===== config.mk =====
export PLATFORM = sky130hd
export DESIGN_NAME = rgbc_cell
export DESIGN_NICKNAME = d
export VERILOG_FILES = /design/src/rtl/core/assert_macros.svh /design/src/rtl/core/rgbc_pkg.sv /design/src/rtl/core/rgbc_cell.sv
export SDC_FILE = /design/constraint.sdc
export NUM_CORES = 1
export LEC_CHECK = 0
export BUFFER_PORTS_ARGS = -buffer_cell sky130_fd_sc_hd__buf_2
export CORE_MARGIN = 1.5
export CORE_UTILIZATION = 60
export CTS_CLUSTER_SIZE = 24
export DETAILED_ROUTE_END_ITERATION = 16
export PLACE_DENSITY = 0.85
export SLEW_MARGIN = 30
export SYNTH_ARGS = -nofsm -noshare
export SYNTH_HDL_FRONTEND = slang
export SYNTH_SLANG_ARGS = --single-unit

===== constraint.sdc =====
create_clock -name clk -period 6.45 [get_ports clk]
set_clock_uncertainty 0.15 [all_clocks]
set_input_delay 1.29 -clock clk [delete_from_list [all_inputs] [get_ports clk]]
set_output_delay 1.29 -clock clk [all_outputs]
set_load 0.01 [all_outputs]

===== src/rtl/core/assert_macros.svh =====
// assertion macros used by the rgbc top-level rtl file
// each macro expects clk and rst_n in scope
`ifndef ASSERT_MACROS_SVH
`define ASSERT_MACROS_SVH

// same-cycle implication
`define RGBC_AST_NOW(lbl, ante, cons) \
    lbl: assert property (@(posedge clk) disable iff (!rst_n) (ante) |-> (cons)) \
        else $error("rgbc assertion failed");

// next-cycle implication
`define RGBC_AST_NEXT(lbl, ante, cons) \
    lbl: assert property (@(posedge clk) disable iff (!rst_n) (ante) |=> (cons)) \
        else $error("rgbc assertion failed");

`endif


===== src/rtl/core/rgbc_pkg.sv =====
`timescale 1ns / 1ps
// ----------------------------------------------------------------------------
// rgbc_pkg
// types and constants of the 3x3 rgb convolution block
// ----------------------------------------------------------------------------
package rgbc_pkg;

    localparam int MAX_WIDTH = 1024;
    localparam int COL_W     = $clog2(MAX_WIDTH);
    localparam int ADDR_W    = COL_W + 2;
    localparam int WID_W     = 11;
    localparam int HGT_W     = 16;
    localparam int CMP_W     = ((COL_W > WID_W) ? COL_W : WID_W) + 1;
    localparam int PROD_W    = 17;
    localparam int SUM_W     = 20;
    localparam int SCL_W     = 16;
    localparam int MUL_W     = SUM_W - 1 + SCL_W;
    localparam int FRAC_W    = 12;
    localparam int TAPS      = 9;

    // register indexes
    localparam logic [2:0] REG_WIDTH  = 3'd0;
    localparam logic [2:0] REG_HEIGHT = 3'd1;
    localparam logic [2:0] REG_MAX    = 3'd2;
    localparam logic [2:0] REG_KTOP   = 3'd3;
    localparam logic [2:0] REG_KMID   = 3'd4;
    localparam logic [2:0] REG_KBOT   = 3'd5;
    localparam logic [2:0] REG_SCALE  = 3'd6;

    localparam logic OP_PIXEL = 1'b0;
    localparam logic OP_DRAIN = 1'b1;

    typedef struct packed {
        logic       opcode;
        logic [7:0] red_in;
        logic [7:0] green_in;
        logic [7:0] blue_in;
    } pix_in_t;

    typedef struct packed {
        logic [7:0] red_out;
        logic [7:0] green_out;
        logic [7:0] blue_out;
        logic       frame_done;
    } pix_out_t;

    typedef struct packed {
        logic signed [PROD_W-1:0] red;
        logic signed [PROD_W-1:0] green;
        logic signed [PROD_W-1:0] blue;
    } prod3_t;

    typedef struct packed {
        logic sum_en;
        logic mul_en;
    } post_ctrl_t;

endpackage


===== src/rtl/core/rgbc_cell.sv =====
`timescale 1ns / 1ps
// ----------------------------------------------------------------------------
// rgbc_cell
// one window tap: holds a pixel, passes it on, forms its weighted product
// ----------------------------------------------------------------------------
module rgbc_cell
(
    input  logic                  clk,
    input  logic                  shift,
    input  logic [23:0]           pix_in,
    input  logic signed [7:0]     coef,
    output logic [23:0]           pix_out,
    output rgbc_pkg::prod3_t      prod
);
    import rgbc_pkg::*;

    logic [23:0] pix_reg;
    prod3_t      prod_reg;

    always_ff @(posedge clk)
    begin
        if (shift)
        begin
            pix_reg <= pix_in;
        end
        prod_reg.red   <= PROD_W'($signed({1'b0, pix_reg[23:16]})) * PROD_W'(coef);
        prod_reg.green <= PROD_W'($signed({1'b0, pix_reg[15:8]})) * PROD_W'(coef);
        prod_reg.blue  <= PROD_W'($signed({1'b0, pix_reg[7:0]})) * PROD_W'(coef);
    end

    assign pix_out = pix_reg;
    assign prod    = prod_reg;

endmodule


==> metrics.md <==
| Metric | Value |
|---|---|
| Initial core utilization | `0.620` |
| FF+latch count, synth | `75` |
| Top Ports | `109` |
| Post-synth EDFFs | `24` |
| Setup WS post-layout | `roughly 1100 ps` |
| CP Data Arrival Time | `~5400 ps` |
| PD cells | `roughly 370 mW/mm^2` |
| Most frequent cell after synthesis | `inv_1` |
| CP Class | `primary input to flop` |
| Layout Cell Area excl Fill | `0.00973 sq mm` |
| Max Transition Viols Final | `0` |
| Post-layout minimum cycle time | `5340 ps` |
| Largest area contributor in the netlist | `fa_1` |
| Via count | `between 6000 and 7000` |
| Fin Setup TNS | `0 ps` |
| Seq/Total Area, Yosys | `0.200` |
| Grt total ovfl | `0` |
| MaxCap Viol Count | `0` |
| Slowest stage delay, CP | `530 ps` |
| Post-CTS sizing | `0` |
| First-pass GRT wire length | `between 30 and 40 mm` |
| Worst r2r src | `pix_out[13]` |
| DRT Pass-1 Iters | `5` |
| Leakage power | `between 4 and 5 nW` |
| DP Wirelength | `13.6 mm` |
| H-tree levels | `3` |
| Critical-path cell list | `buf_2 -> inv_1 -> fa_1 -> fa_1 -> inv_1 -> fa_1 -> inv_1 -> fa_1 -> inv_1 -> ha_1 -> o21ai_1 -> o21ai_2 -> a21boi_2 -> o311a_1 -> xnor2_1` |
| Delay-heaviest family, CP | `adder cells` |
| Worst r2r dst | `prod[32]` |
| Initial antenna violation count | `1` |
| Final setup viols | `0` |
| Vias in the first global route | `a little under 7000` |
| Final Hold Viols | `0` |
| Final net count | `approximately 1300` |
| Die area | `~0.015 sq mm` |
| Achievable Freq | `~0.19 GHz` |
| Hold_buf cts | `0` |
| Longest Clk Path Bufs | `2` |
| Share of layout cells above drive strength 1 | `0.135` |
| Post-CTS setup repair buffer count | `0` |
| Fin Hold WS | `526 ps` |
| Gpl congestion | `between 0.8 and 0.9` |
| Area growth from synthesis to layout | `11.8%` |
| CP Max Fanout | `17` |
| RSZ-0062 raised after global routing | `no` |
| Final ANT Viol Nets | `0` |
| Core box area | `0.0140 sq mm` |
| Worst slew pin tran | `~700 ps` |
| Sink Count | `between 70 and 80` |
| R2R depth | `15` |
| Peak supply drop | `~0.43 mV` |
| Clock transition at the registers of the reported paths | `60 ps` |
| Largest net degree at the start of global routing | `25` |
| Crit path buf inv count | `5` |
| WL final | `18.2 mm` |
| Final core utilization | `0.693` |
| Root buffer selected by CTS | `clkbuf_16` |
| Status | `completed` |
| CP Data Required Time | `about 6500 ps` |
| Syn_area_per_cell | `~9.6 sq um` |
| Min-Delay Path Depth | `1` |
| CTS Buf Count | `9` |
| # fillers | `approximately 1100` |
| Initial drt markers | `296` |
| PortBufs | `108` |
| Syn nets | `around 1200` |
| Async S/R FF share, synth | `0` |
| CTS tree | `yes` |
| Critical Path Source Type | `primary input` |
| Primary FF master, synth | `dfxtp_1` |
| Hold/Removal Path Class | `flop to flop` |
| Row cnt | `between 40 and 50` |
| Count of distinct cell types in the synthesized netlist | `53` |
| Clk Latency, worst-skew pair | `~350 ps` |
| Total design power | `approximately 3.6 mW` |
| Hold Crit Start | `pix_out[8]` |
| Crit share post-route | `0.827` |
| Synth Instances | `between 900 and 1000` |
| Crit path capture type | `flop` |
| Routed len/inst | `15.3 um` |
| Post-synth top cells | `177 x inv_1, 129 x ha_1, 125 x and2_1, 111 x fa_1, 60 x nand2_1` |
| Total GRT Usage | `0.264` |
| Synthesized area | `about 0.0087 sq mm` |
| Placed cells | `1175` |
| CP max stage cell | `fa_1` |
| Area share of the largest cell type after synthesis | `0.255` |
| Reg2reg setup slack | `about 1900 ps` |
| Max-Slew Margin vs Limit | `0.529` |
| Non-filler instance count after layout | `between 1000 and 1500` |
| Routed vias/inst | `between 5 and 6` |
| Post-Place Worst Slack | `between 700 and 800 ps` |
| Syn. warnings | `0` |
| Die H | `between 100 and 150 um` |
| DRC | `0` |
| Synth area leaders | `fa_1 26%, ha_1 19%, dfxtp_1 12%, and2_1 9.0%, edfxtp_1 8.3%` |
| Hold-critical path endpoint | `prod[17]` |
| DP Area | `between 0.009 and 0.01 sq mm` |
| Largest register FFs | `51` |
| Width of the die | `123 um` |
## how the worst max path moves through the flow
stage | from | to | cells past startpoint
after floorplan | coef[7] | prod[32] | 15
after global placement | coef[7] | prod[31] | 15
after detailed placement | coef[7] | prod[32] | 15
after CTS | coef[7] | prod[32] | 15
after global routing | coef[7] | prod[48] | 15
final | coef[7] | prod[32] | 15
## final cells by class
cell class / count / area, sq um / area share
clock inverter: 4 / 96.3 / 0.00990
clock buffer: 12 / 246 / 0.0253
antenna: 1 / 2.50 / 0.000257
sequential: 75 / 1740 / 0.179
inverter: 178 / 668 / 0.0686
tap: 180 / 225 / 0.0231
multi-input combinational: 633 / 6200 / 0.637
timing repair buffer: 109 / 548 / 0.0563
## metal layers
layer  wire [um]  vias to the layer above  global-route usage
met5           0                        -                   0
met4         480                        0               0.106
met3         930                       37              0.0443
met2        9190                      212               0.471
met1        7580                     3138               0.317
li1            -                     3091                   -
## cell families (layout without fill, tap and decap cells)
logic type,after synthesis,count (layout),share of synthesized area
and+or+nand+nor,281,281,0.174
adders and majority gates,240,240,0.441
buffers and inverters,203,303,0.0875
AOI/OAI and AO/OA,87,87,0.0724
DFF,75,75,0.200
xor gates and xnor gates,25,25,0.0251
other,0,1,0
## placed cells by master (no fill, tap or decap), types with 4 or more instances in the layout
cell type	instances
ha_1	129
o21ai_1	4
fa_1	111
xnor2_1	18
nand2b_1	14
a21oi_1	16
xor2_1	7
nor2b_1	4
and2_1	125
o311ai_1	4
inv_1	177
and3_1	5
a21o_1	8
dfxtp_1	51
nand3_1	4
a31oi_1	6
nor3_1	13
buf_2	108
o21ai_0	15
nand2_1	60
o21a_1	5
nand4_1	4
edfxtp_1	24
nor2_1	36
clkbuf_16	9
## power breakdown
part	switching (mW)	total (mW)	leakage, nW	internal [mW]
clock network	0.206	0.595	0.167	0.389
registers	0.0644	0.728	0.665	0.664
logic	1.29	2.29	4.16	0.992
total	1.56	3.61	4.99	2.04
Power figures use the tool's default switching activity.
