===== config.mk =====
export PLATFORM = sky130hd
export DESIGN_NAME = rgbc_post
export DESIGN_NICKNAME = d
export VERILOG_FILES = /design/src/rtl/core/assert_macros.svh /design/src/rtl/core/rgbc_pkg.sv /design/src/rtl/core/rgbc_post.sv
export SDC_FILE = /design/constraint.sdc
export NUM_CORES = 2
export LEC_CHECK = 0
export BUFFER_PORTS_ARGS = -buffer_cell sky130_fd_sc_hd__buf_2
export CELL_PAD_IN_SITES_DETAIL_PLACEMENT = 1
export CELL_PAD_IN_SITES_GLOBAL_PLACEMENT = 1
export CORE_MARGIN = 8
export CORE_UTILIZATION = 35
export CTS_CLUSTER_DIAMETER = 120
export CTS_CLUSTER_SIZE = 28
export DETAILED_ROUTE_END_ITERATION = 7
export PLACE_DENSITY_LB_ADDON = 0.1
export SKIP_CTS_REPAIR_TIMING = 1
export SKIP_LAST_GASP = 1
export SLEW_MARGIN = 15
export SYNTH_ARGS = -nofsm -noshare
export SYNTH_HDL_FRONTEND = slang
export SYNTH_SLANG_ARGS = --single-unit

===== constraint.sdc =====
create_clock -name clk -period 8.9 [get_ports clk]
set_input_delay 1.335 -clock clk [delete_from_list [all_inputs] [get_ports clk]]
set_output_delay 1.335 -clock clk [all_outputs]
set_load 0.02 [all_outputs]

===== src/rtl/core/assert_macros.svh =====
// assertion macros used by the rgbc top-level rtl file
// each macro expects clk and rst_n in scope
`ifndef ASSERT_MACROS_SVH
`define ASSERT_MACROS_SVH

// same-cycle implication
`define RGBC_AST_NOW(lbl, ante, cons) \
    lbl: assert property (@(posedge clk) disable iff (!rst_n) (ante) |-> (cons)) \
        else $error("rgbc assertion failed");

// next-cycle implication
`define RGBC_AST_NEXT(lbl, ante, cons) \
    lbl: assert property (@(posedge clk) disable iff (!rst_n) (ante) |=> (cons)) \
        else $error("rgbc assertion failed");

`endif


===== src/rtl/core/rgbc_pkg.sv =====
`timescale 1ns / 1ps
// ----------------------------------------------------------------------------
// rgbc_pkg
// types and constants of the 3x3 rgb convolution block
// ----------------------------------------------------------------------------
package rgbc_pkg;

    localparam int MAX_WIDTH = 1024;
    localparam int COL_W     = $clog2(MAX_WIDTH);
    localparam int ADDR_W    = COL_W + 2;
    localparam int WID_W     = 11;
    localparam int HGT_W     = 16;
    localparam int CMP_W     = ((COL_W > WID_W) ? COL_W : WID_W) + 1;
    localparam int PROD_W    = 17;
    localparam int SUM_W     = 20;
    localparam int SCL_W     = 16;
    localparam int MUL_W     = SUM_W - 1 + SCL_W;
    localparam int FRAC_W    = 12;
    localparam int TAPS      = 9;

    // register indexes
    localparam logic [2:0] REG_WIDTH  = 3'd0;
    localparam logic [2:0] REG_HEIGHT = 3'd1;
    localparam logic [2:0] REG_MAX    = 3'd2;
    localparam logic [2:0] REG_KTOP   = 3'd3;
    localparam logic [2:0] REG_KMID   = 3'd4;
    localparam logic [2:0] REG_KBOT   = 3'd5;
    localparam logic [2:0] REG_SCALE  = 3'd6;

    localparam logic OP_PIXEL = 1'b0;
    localparam logic OP_DRAIN = 1'b1;

    typedef struct packed {
        logic       opcode;
        logic [7:0] red_in;
        logic [7:0] green_in;
        logic [7:0] blue_in;
    } pix_in_t;

    typedef struct packed {
        logic [7:0] red_out;
        logic [7:0] green_out;
        logic [7:0] blue_out;
        logic       frame_done;
    } pix_out_t;

    typedef struct packed {
        logic signed [PROD_W-1:0] red;
        logic signed [PROD_W-1:0] green;
        logic signed [PROD_W-1:0] blue;
    } prod3_t;

    typedef struct packed {
        logic sum_en;
        logic mul_en;
    } post_ctrl_t;

endpackage


===== src/rtl/core/rgbc_post.sv =====
`timescale 1ns / 1ps
// ----------------------------------------------------------------------------
// rgbc_post
// sums the tap products, scales by the q4.12 factor and clamps
// ----------------------------------------------------------------------------
module rgbc_post
(
    input  logic                     clk,
    input  rgbc_pkg::post_ctrl_t     ctrl,
    input  rgbc_pkg::prod3_t         prods [rgbc_pkg::TAPS],
    input  logic [rgbc_pkg::SCL_W-1:0] scale,
    input  logic [7:0]               max_level,
    output logic [23:0]              rgb
);
    import rgbc_pkg::*;

    logic signed [SUM_W-1:0] sum_r_next, sum_g_next, sum_b_next;
    logic signed [SUM_W-1:0] sum_r_reg, sum_g_reg, sum_b_reg;
    logic [MUL_W-1:0]        mul_r_reg, mul_g_reg, mul_b_reg;

    always_comb
    begin
        sum_r_next = '0;
        sum_g_next = '0;
        sum_b_next = '0;
        for (int i = 0; i < TAPS; i++)
        begin
            sum_r_next = sum_r_next + SUM_W'(prods[i].red);
            sum_g_next = sum_g_next + SUM_W'(prods[i].green);
            sum_b_next = sum_b_next + SUM_W'(prods[i].blue);
        end
    end

    function automatic logic [SUM_W-2:0] pos_part(input logic signed [SUM_W-1:0] s);
        pos_part = (s > 0) ? s[SUM_W-2:0] : '0;
    endfunction

    function automatic logic [7:0] clamp(input logic [MUL_W-1:0] m, input logic [7:0] mx);
        logic [MUL_W-FRAC_W-1:0] v;
        v = m[MUL_W-1:FRAC_W];
        clamp = (v > (MUL_W-FRAC_W)'(mx)) ? mx : v[7:0];
    endfunction

    always_ff @(posedge clk)
    begin
        if (ctrl.sum_en)
        begin
            sum_r_reg <= sum_r_next;
            sum_g_reg <= sum_g_next;
            sum_b_reg <= sum_b_next;
        end
        if (ctrl.mul_en)
        begin
            mul_r_reg <= MUL_W'(pos_part(sum_r_reg)) * MUL_W'(scale);
            mul_g_reg <= MUL_W'(pos_part(sum_g_reg)) * MUL_W'(scale);
            mul_b_reg <= MUL_W'(pos_part(sum_b_reg)) * MUL_W'(scale);
        end
    end

    assign rgb = {clamp(mul_r_reg, max_level), clamp(mul_g_reg, max_level),
                  clamp(mul_b_reg, max_level)};

endmodule


==> summary.txt <==
Yosys
  • Synth top area share: 48.0%
  • Post-synth EDFFs: 129
  • Synth Flop Type: edfxtp_1
  • Yosys top cell by area: fa_1
  • Syn. warnings: 0
  • Avg Cell Area, Syn: 9.81 um^2
  • List of most frequent post-synthesis cells: inv_1 (1,116), fa_1 (1,068), nand2_1 (530)
  • Cells after Synth: 4,539
  • Synth area leaders: fa_1 (48%), ha_1 (11%), inv_1 (9.4%)
  • Sequential area share after synthesis: under 10%
  • Synth async-reset ratio: 0%
  • Distinct cell type count after synthesis: 79
  • Synth Net Count: around 6,500
  • Seq cells post-synth: between 100 and 150
  • Most common cell in the netlist: inv_1
  • Post-Synthesis Cell Area: around 45,000 um^2

Clock network
  • H-Tree Depth: 4
  • Root buffer cell: clkbuf_16
  • Clock sink count: 129
  • Clk Latency, worst-skew pair: 0.53 ns
  • Bufs on Longest Clock Path: 2
  • CTS clk-pin slew, worst paths: 0.07 ns
  • CTS Buf Count: 17
  • CTS tree: done

STA
  • Final Hold Fails: 0
  • Smallest hold slack: 1.22 ns
  • Pins Over Slew Limit: 0
  • Max_slew headroom: a little over a quarter
  • TNS Setup: 0 ns
  • Post-layout minimum cycle time: around 8.3 ns
  • Crit share post-route: 92.9%
  • Unrepaired setup endpoints after global routing: false
  • Final setup vio count: 0
  • Worst-Margin Slew: 1.10 ns
  • Max frequency: ~0.12 GHz
  • Fin Clk Skew: 0.0177 ns

Critical path
  • Worst R2R End: mul_b_reg[29]
  • FF-to-FF setup slack: 0.63 ns
  • Worst Path Arrival: 8.53 ns
  • CP max FO: 37
  • Crit Path Category: flip-flop to flip-flop
  • CP Data Required Time: 9.16 ns
  • RR Startpoint: sum_b_reg[10]
  • Worst R2R Path Depth: 26
  • Crit. End Element: flip-flop
  • Crit start category: flip-flop

Detailed routing
  • Total Routed Length: between 100,000 and 150,000 um
  • Routed len/inst: 21.5 um
  • ANT nets after route: 0
  • DRT Pass-1 Iters: 5
  • Vias/cell: 4.78
  • DRT iter0 DRCs: 1,288
  • DRC viols: 0
  • DR vias: 31,800

Global route
  • Antenna violations before repair: 45
  • All-Layer GR Usage: 20.9%
  • Largest net degree at the start of global routing: 65
  • Vias in the first global route: 37,100
  • Congestion Overflow GR: 0
  • First-pass GRT wire length: 222,000 um

Floorplanning
  • Die Height: 373 um
  • # rows: 131
  • Die area: 139,000 um^2
  • Core box area: 127,000 um^2
  • Starting density of the core: about a third
  • Top-level I/O count: between 500 and 600
  • Die width: 373 um

Finish
  • Multi-input logic area: 35,800 um^2
  • FILL cells: 14,700
  • Synthesis-to-finish area growth: 12.1%
  • FF/Latch Area: 3870 um^2
  • Layout Nets: 6,921
  • Share of layout cells above drive strength 1: 14.4%

Placement
  • Port Buffers: 509
  • Final GP Congestion: 0.824
  • DP HPWL: 123,000 um

Hold path
  • Min-Delay Endpoint: mul_g_reg[32]
  • HP Start: ctrl[0]
  • WHS Path Cells: 1
  • Hold Path Class: primary input to flip-flop

Job
  • MaxCap Viol Count: 0

Status
  • Status: completed
==> how the worst max path moves through the flow <==
stage	startpoint	endpoint	slack (ns)	depth (start not counted)
after floorplan	scale[2]	mul_b_reg[29]	1.78	21
after global placement	sum_b_reg[10]	mul_b_reg[29]	0.86	26
after detailed placement	sum_b_reg[10]	mul_b_reg[29]	0.73	26
final	sum_b_reg[10]	mul_b_reg[29]	0.63	26
after global routing	sum_b_reg[10]	mul_b_reg[29]	0.22	26
after CTS	sum_b_reg[10]	mul_b_reg[29]	0.72	26
==> per-stage QoR <==
step	worst slack [ns]	instances	util [%]	cell area (um^2)
2_1_floorplan	1.78	4539	-	44500
3_3_place_gp	0.858	6614	38.8	49300
3_5_place_dp	0.725	6614	38.8	49300
4_1_cts	0.720	6646	39.3	49900
5_1_grt	0.225	6653	39.3	49900
6_report	0.634	6659	39.3	49900
==> cells by family (layout without fill, tap and decap cells) <==
family	after synthesis	after routing	share of synthesized area (%)
other cells	0	13	0
compound gates	259	259	4.10
xor+xnor	115	115	2.26
mux	25	25	0.630
simple gates	1248	1248	14.2
buf+inv	1299	1744	11.0
flops	129	129	8.70
fa+ha+maj	1464	1464	59.2
==> layout make-up <==
type                    count  share of cell area, %
repair buffers            596                   6.63
flip-flops and latches    129                   7.76
clock buffers              17                  0.853
inverters                1116                   8.40
diodes                     13                 0.0652
clock inverters            15                  0.346
multi-input cells        3111                   71.8
well taps                1662                   4.17
==> worst max-delay path: stages (launching register included) <==
cell       delay [ns]
edfxtp_1         0.49
nor4_1           0.09
nand4_1          0.14
nor4_1           0.07
nor2_2           0.81
buf_4            0.36
and2_1           0.45
nand2_1          0.15
fa_1             0.58
inv_1            0.05
fa_1             0.48
fa_1             0.57
fa_1             0.42
fa_1             0.51
inv_1            0.06
fa_1             0.47
inv_1            0.04
ha_1             0.32
a21oi_1          0.21
o21ai_1          0.10
a2111oi_2        0.29
a21oi_1          0.11
a22oi_2          0.40
a21oi_4          0.16
a21o_1           0.25
o31a_1           0.26
xor2_1           0.14
==> layout by cell type (no fill, tap or decap), drive strengths merged, types with 7 or more instances in the layout <==
master,n
inv,1123
nor2,77
or3,13
ha,396
nand2b,9
nor2b,49
fa,1068
nand3,26
clkbuf,17
nor4,26
nor3,35
a31oi,7
buf,596
edfxtp,129
diode,13
a211oi,9
xor2,24
a21oi,75
xnor2,91
nand2,532
and2,264
o21ai,50
a21o,29
mux2,24
nand4,18
o21a,32
and3,182
==> metal layers <==
metal / vias up / global-route usage, % / share of wire [%]
li1: 14500 / - / -
met1: 16500 / 28.1 / 46
met2: 676 / 34.5 / 47
met3: 160 / 4.07 / 4.8
met4: 20 / 5.43 / 2.3
met5: - / 0 / 0.089
Power is left out: the tool's default activity adds up to more than one toggle a clock period on the data nets, which glitch-free logic cannot reach.
